==> config.mk <==
export PLATFORM = sky130hd
export DESIGN_NAME = salsa_ctrl
export DESIGN_NICKNAME = d
export VERILOG_FILES = /design/src/rtl/core/salsa_pkg.sv /design/src/rtl/core/salsa_ctrl.sv
export SDC_FILE = /design/constraint.sdc
export NUM_CORES = 1
export LEC_CHECK = 0
export ABC_AREA = 1
export BUFFER_PORTS_ARGS = -buffer_cell sky130_fd_sc_hd__buf_4
export CAP_MARGIN = 20
export CELL_PAD_IN_SITES_DETAIL_PLACEMENT = 0
export CELL_PAD_IN_SITES_GLOBAL_PLACEMENT = 2
export CORE_MARGIN = 5
export CORE_UTILIZATION = 27
export DETAILED_ROUTE_END_ITERATION = 6
export PLACE_DENSITY_LB_ADDON = 0.1
export SLEW_MARGIN = 20
export SYNTH_ARGS = -nofsm -noshare
export SYNTH_HDL_FRONTEND = slang
export SYNTH_SLANG_ARGS = --single-unit
==> constraint.sdc <==
create_clock -name aclk -period 2.7 [get_ports aclk]
set_input_delay 0.405 -clock aclk [delete_from_list [all_inputs] [get_ports aclk]]
set_output_delay 0.405 -clock aclk [all_outputs]
set_load 0.03 [all_outputs]
==> src/rtl/core/salsa_pkg.sv <==
// Salsa20 package: shared types, register indexes, constants and round functions.
// No dependencies; imported by the controller, datapath and top level.
package salsa_pkg;

    typedef logic [31:0]        word_t;
    typedef logic [15:0][31:0]  matrix_t;
    typedef logic [3:0][31:0]   quad_t;

    localparam int DATA_W   = 64;
    localparam int COUNT_W  = 4;
    localparam int TDATA_W  = 72;
    localparam int CFG_IDX_W = 3;
    localparam int ROUNDS_W = 5;

    localparam logic [CFG_IDX_W-1:0] REG_KEY0     = 3'd0;
    localparam logic [CFG_IDX_W-1:0] REG_KEY1     = 3'd1;
    localparam logic [CFG_IDX_W-1:0] REG_KEY2     = 3'd2;
    localparam logic [CFG_IDX_W-1:0] REG_KEY3     = 3'd3;
    localparam logic [CFG_IDX_W-1:0] REG_NONCE    = 3'd4;
    localparam logic [CFG_IDX_W-1:0] REG_INIT_CTR = 3'd5;
    localparam logic [CFG_IDX_W-1:0] REG_ROUNDS   = 3'd6;

    localparam logic [ROUNDS_W-1:0] ROUNDS_RESET = 5'd20;

    // "expand 32-byte k"
    localparam word_t SIGMA0 = 32'h6170_7865;
    localparam word_t SIGMA1 = 32'h3320_646e;
    localparam word_t SIGMA2 = 32'h7962_2d32;
    localparam word_t SIGMA3 = 32'h6b20_6574;

    typedef struct packed {
        logic accept;   // input transfer this cycle
        logic load;     // load input matrix into working state
        logic round;    // run one half round
        logic row;      // 0: column round, 1: row round
        logic finish;   // feed-forward add and counter increment
        logic emit;     // move result into output register
    } dp_cmd_t;

    typedef struct packed {
        logic                block_needed;
        logic [ROUNDS_W-1:0] half_rounds;
        logic                out_free;
    } dp_status_t;

    function automatic word_t rotl(word_t v, int n);
        return (v << n) | (v >> (32 - n));
    endfunction

    function automatic quad_t quarter_round(word_t a, word_t b, word_t c, word_t d);
        word_t s;
        word_t a1, b1, c1, d1;
        quad_t q;
        s  = a + d;
        b1 = b ^ rotl(s, 7);
        s  = b1 + a;
        c1 = c ^ rotl(s, 9);
        s  = c1 + b1;
        d1 = d ^ rotl(s, 13);
        s  = d1 + c1;
        a1 = a ^ rotl(s, 18);
        q  = {d1, c1, b1, a1};
        return q;
    endfunction

    function automatic matrix_t column_round(matrix_t x);
        matrix_t y;
        quad_t q;
        y = x;
        q = quarter_round(x[0], x[4], x[8], x[12]);
        y[0] = q[0];  y[4] = q[1];  y[8] = q[2];  y[12] = q[3];
        q = quarter_round(x[5], x[9], x[13], x[1]);
        y[5] = q[0];  y[9] = q[1];  y[13] = q[2]; y[1] = q[3];
        q = quarter_round(x[10], x[14], x[2], x[6]);
        y[10] = q[0]; y[14] = q[1]; y[2] = q[2];  y[6] = q[3];
        q = quarter_round(x[15], x[3], x[7], x[11]);
        y[15] = q[0]; y[3] = q[1];  y[7] = q[2];  y[11] = q[3];
        return y;
    endfunction

    function automatic matrix_t row_round(matrix_t x);
        matrix_t y;
        quad_t q;
        y = x;
        q = quarter_round(x[0], x[1], x[2], x[3]);
        y[0] = q[0];  y[1] = q[1];  y[2] = q[2];  y[3] = q[3];
        q = quarter_round(x[5], x[6], x[7], x[4]);
        y[5] = q[0];  y[6] = q[1];  y[7] = q[2];  y[4] = q[3];
        q = quarter_round(x[10], x[11], x[8], x[9]);
        y[10] = q[0]; y[11] = q[1]; y[8] = q[2];  y[9] = q[3];
        q = quarter_round(x[15], x[12], x[13], x[14]);
        y[15] = q[0]; y[12] = q[1]; y[13] = q[2]; y[14] = q[3];
        return y;
    endfunction

    function automatic matrix_t build_matrix(logic [63:0] k0, logic [63:0] k1,
                                             logic [63:0] k2, logic [63:0] k3,
                                             logic [63:0] nonce, logic [63:0] ctr);
        matrix_t m;
        m[0]  = SIGMA0;
        m[1]  = k0[31:0];
        m[2]  = k0[63:32];
        m[3]  = k1[31:0];
        m[4]  = k1[63:32];
        m[5]  = SIGMA1;
        m[6]  = nonce[31:0];
        m[7]  = nonce[63:32];
        m[8]  = ctr[31:0];
        m[9]  = ctr[63:32];
        m[10] = SIGMA2;
        m[11] = k2[31:0];
        m[12] = k2[63:32];
        m[13] = k3[31:0];
        m[14] = k3[63:32];
        m[15] = SIGMA3;
        return m;
    endfunction

endpackage

==> src/rtl/core/salsa_ctrl.sv <==
// Salsa20 controller: sequences input transfer, block generation and output.
// Depends on salsa_pkg.
module salsa_ctrl
    import salsa_pkg::*;
(
    input  logic       aclk,
    input  logic       aresetn,
    input  logic       in_valid,
    output logic       in_ready,
    input  dp_status_t status,
    output dp_cmd_t    cmd
);

    localparam logic [1:0] ST_IDLE  = 2'd0;
    localparam logic [1:0] ST_ROUND = 2'd1;
    localparam logic [1:0] ST_FINAL = 2'd2;
    localparam logic [1:0] ST_EMIT  = 2'd3;

    logic [1:0]          state_reg, state_next;
    logic [ROUNDS_W-1:0] cnt_reg, cnt_next;
    logic [ROUNDS_W-1:0] cnt_inc;

    assign in_ready = (state_reg == ST_IDLE);
    assign cnt_inc  = cnt_reg + 5'd1;

    always_comb begin
        state_next = state_reg;
        cnt_next   = cnt_reg;
        cmd        = '0;
        unique case (state_reg)
            ST_IDLE: begin
                if (in_valid) begin
                    cmd.accept = 1'b1;
                    if (status.block_needed) begin
                        cmd.load = 1'b1;
                        cnt_next = '0;
                        if (status.half_rounds == '0) begin
                            state_next = ST_FINAL;
                        end else begin
                            state_next = ST_ROUND;
                        end
                    end else begin
                        state_next = ST_EMIT;
                    end
                end
            end
            ST_ROUND: begin
                cmd.round = 1'b1;
                cmd.row   = cnt_reg[0];
                cnt_next  = cnt_inc;
                if (cnt_inc == status.half_rounds) begin
                    state_next = ST_FINAL;
                end
            end
            ST_FINAL: begin
                cmd.finish = 1'b1;
                state_next = ST_EMIT;
            end
            ST_EMIT: begin
                if (status.out_free) begin
                    cmd.emit   = 1'b1;
                    state_next = ST_IDLE;
                end
            end
            default: begin
                state_next = ST_IDLE;
            end
        endcase
    end

    always_ff @(posedge aclk) begin
        if (!aresetn) begin
            state_reg <= ST_IDLE;
            cnt_reg   <= '0;
        end else begin
            state_reg <= state_next;
            cnt_reg   <= cnt_next;
        end
    end

endmodule

==> flow_summary.ini <==
[place]
gp_congestion = 0.733
io_buffers = 16
place_area_um2 = 767
hpwl_um = 1270
dp_slack_ns = 0.978

[final_layout]
antenna_cells = 0
fin_area_um2 = 793
multi_input_area_um2 = 390
drive_gt1_share_pct = 23.7
fill_cells = 256
nets = 134
area_growth_syn_to_layout_pct = 26.5
largest_register_ffs = 5
sequential_cell_area_um2 = 140

[clock_tree]
clockRootBuffer = clkbuf_4
h-tree-depth = 1
cts_resized = 0
clkSinkCount = 7
clk_latency_ns = 0.25
ctsLongestPathBuffers = 2
ctsHoldBuffers = 0
postCtsSetupRepairBufs = 0
cts_buffers = 3
cts_tree = built
clk_pin_slew_ns = 0.05

[critical_path]
r2r-start = cnt_reg[0]$_SDFFE_PN0P_
reg2reg_slack_ns = 1.00
slowest_delay_ns = 0.39
worstPathArrival_ns = 1.42
r2r_end = state_reg[0]$_SDFFE_PN0P_
worstSetupStartpointType = flip-flop
critPathMaxFanout = 8
rr_worst_depth = 12
startpoint = state_reg[0]$_SDFFE_PN0P_
cpMostUsedCell = inv_1
required_ns = 2.30
endpoint = cmd[4]
slowest_stage = dfxtp_1
critPathKind = reg -> out
crit_path_end_kind = output pin
path_cells = inv_1 > ha_1 > nand2_1 > inv_2 > nand2_2 > inv_1 > buf_4

[routing]
drt_iter0_markers = 6
avgViaCountPerCell = 4.53
met2RoutedLength_um = 793
wire_per_inst_um = 10.3
top_layer = met3
drt-total-wl_um = 1500
ant_nets = 0
vias = 662
met1_length_um = 643
wl_met3_um = 62
drcViolationCount = 0
first_pass_iters = 4

[global_routing]
antenna_found_initial = 0
grt_max_degree = 9
grt_pass1_wl_um = 2570
groute.usage.overall_pct = 9.90
grt_pass1_vias = 600
grt_overflow_total = 0

[die]
row_count = 17
die_x_um = 58.2
die_area_um2 = 3390
die_y_um = 58.2
ios = 17
core_um2 = 2210
initial_core_util_pct = 28.3

[yosys]
synth.cell_area_um2 = 627
syn_nets = 115
synth_flop_cell = dfxtp_1
synth-edff-count = 0
synth.most_common_cell = nand2_1
synthDistinctLibCells = 20
synth_top_area_cell = dfxtp_1
synth_area_per_cell_um2 = 6.27
yosys-top-cells-area = dfxtp_1 (22%), nand2_1 (16%), inv_1 (11%)
synth_top_area_share_pct = 22.4
synthCells = 100
synth_warnings = 0
ys_async_sr_fraction_pct = 0
ys_seq_area_share_pct = 22.4
synth_top_cells_by_count = nand2_1 (26), inv_1 (18), nand3_1 (11)
ys_ff_latch = 7

[pwr]
p_leak_uw = 0.000409
ir_drop_mv = 0.606
totalPowerFinal_uw = 642
p_per_area_nw_per_um2 = 809

[sta]
setup_viol = 0
finalCritPeriodShare_pct = 67.5
hold_slack_ns = 0.397
slew_violations = 0
fin_crit_ns = 1.82
tightest_slew_ns = 0.323
rsz0062_at_grt = no
slew_headroom_pct = 78.4
final-hold-violation-count = 0
setup_slack_ns = 0.876
fin_skew_ns = 0.00380
max_freq_mhz = 548
tns_ns = 0

[status]
status = completed

[flow_run]
maxCapViolCount = 0

[min_path]
hold_class = in -> reg
-- where the power goes --
group	switching (uW)	internal [uW]	leakage [uW]
Combinational	255	144	0.000337
Clock	38.9	56.4	0.0000150
Sequential	25.0	122	0.0000570
Total	319	323	0.000409
-- kinds of logic (layout without fill, tap and decap cells) --
logic type	Yosys count	in the layout	share of synthesized area [%]
and+or+nand+nor	52	52	39.1
buffers and inverters	23	41	15.4
AOI/OAI and AO/OA	12	12	11.8
DFF	7	7	22.4
adders and majority gates	5	5	9.98
xor gates and xnor gates	1	1	1.40
-- how the worst min path moves through the flow --
stage	start	end	slack, ns	cells past startpoint
final	aresetn	state_reg[1]$_SDFFE_PN0P_	0.40	3
after global placement	cnt_reg[4]$_SDFFE_PN0P_	cnt_reg[4]$_SDFFE_PN0P_	0.47	2
after detailed placement	cnt_reg[4]$_SDFFE_PN0P_	cnt_reg[4]$_SDFFE_PN0P_	0.47	2
after CTS	aresetn	state_reg[1]$_SDFFE_PN0P_	0.39	3
after global routing	aresetn	state_reg[1]$_SDFFE_PN0P_	0.39	3
after floorplan	cnt_reg[4]$_SDFFE_PN0P_	cnt_reg[4]$_SDFFE_PN0P_	0.46	2
-- layout make-up --
cell class	instances	share of cell area, %
multi-input combinational	70	49.2
sequential	7	17.7
timing repair buffer	16	15.1
inverter	21	10.3
clock buffer	4	3.31
tap	28	4.42
-- metrics by stage --
| step | cells | util [%] |
|---|---|---|
| 3_3_place_gp | 142 | 34.7 |
| 4_1_cts | 146 | 35.9 |
| 2_1_floorplan | 100 | - |
| 3_5_place_dp | 142 | 34.7 |
| 5_1_grt | 146 | 35.9 |
| 6_report | 146 | 35.9 |
-- routing by layer --
layer / track usage (%) / up-vias
met1: 10.8 / 292
met4: 1.99 / 0
li1: - / 353
met3: 4.01 / 0
met2: 17.9 / 17
met5: 0 / -
-- worst max-delay path, delay by kind of cell, from the launching register on --
kind / cells / cell delay (ns)
simple gates: 2 / 0.17
buf+inv: 4 / 0.31
flops: 1 / 0.39
fa+ha+maj: 1 / 0.30
-- cell usage in the layout (no fill, tap or decap) --
cell	netlist	routed
inv_4	1	1
o22ai_1	2	2
nor2_1	7	7
a21oi_1	7	7
nand4_1	3	3
nor2_8	1	1
xnor2_1	1	1
clkbuf_4	0	3
o21ai_0	1	1
inv_1	18	18
nand2_2	2	2
o21ai_2	1	1
nor3_1	1	1
nand2_1	26	26
inv_2	2	2
buf_4	2	16
clkbuf_1	0	1
ha_1	5	5
nand3_2	1	1
nand3_1	11	11
a211oi_2	1	1
dfxtp_1	7	7
Power figures use the tool's default switching activity.
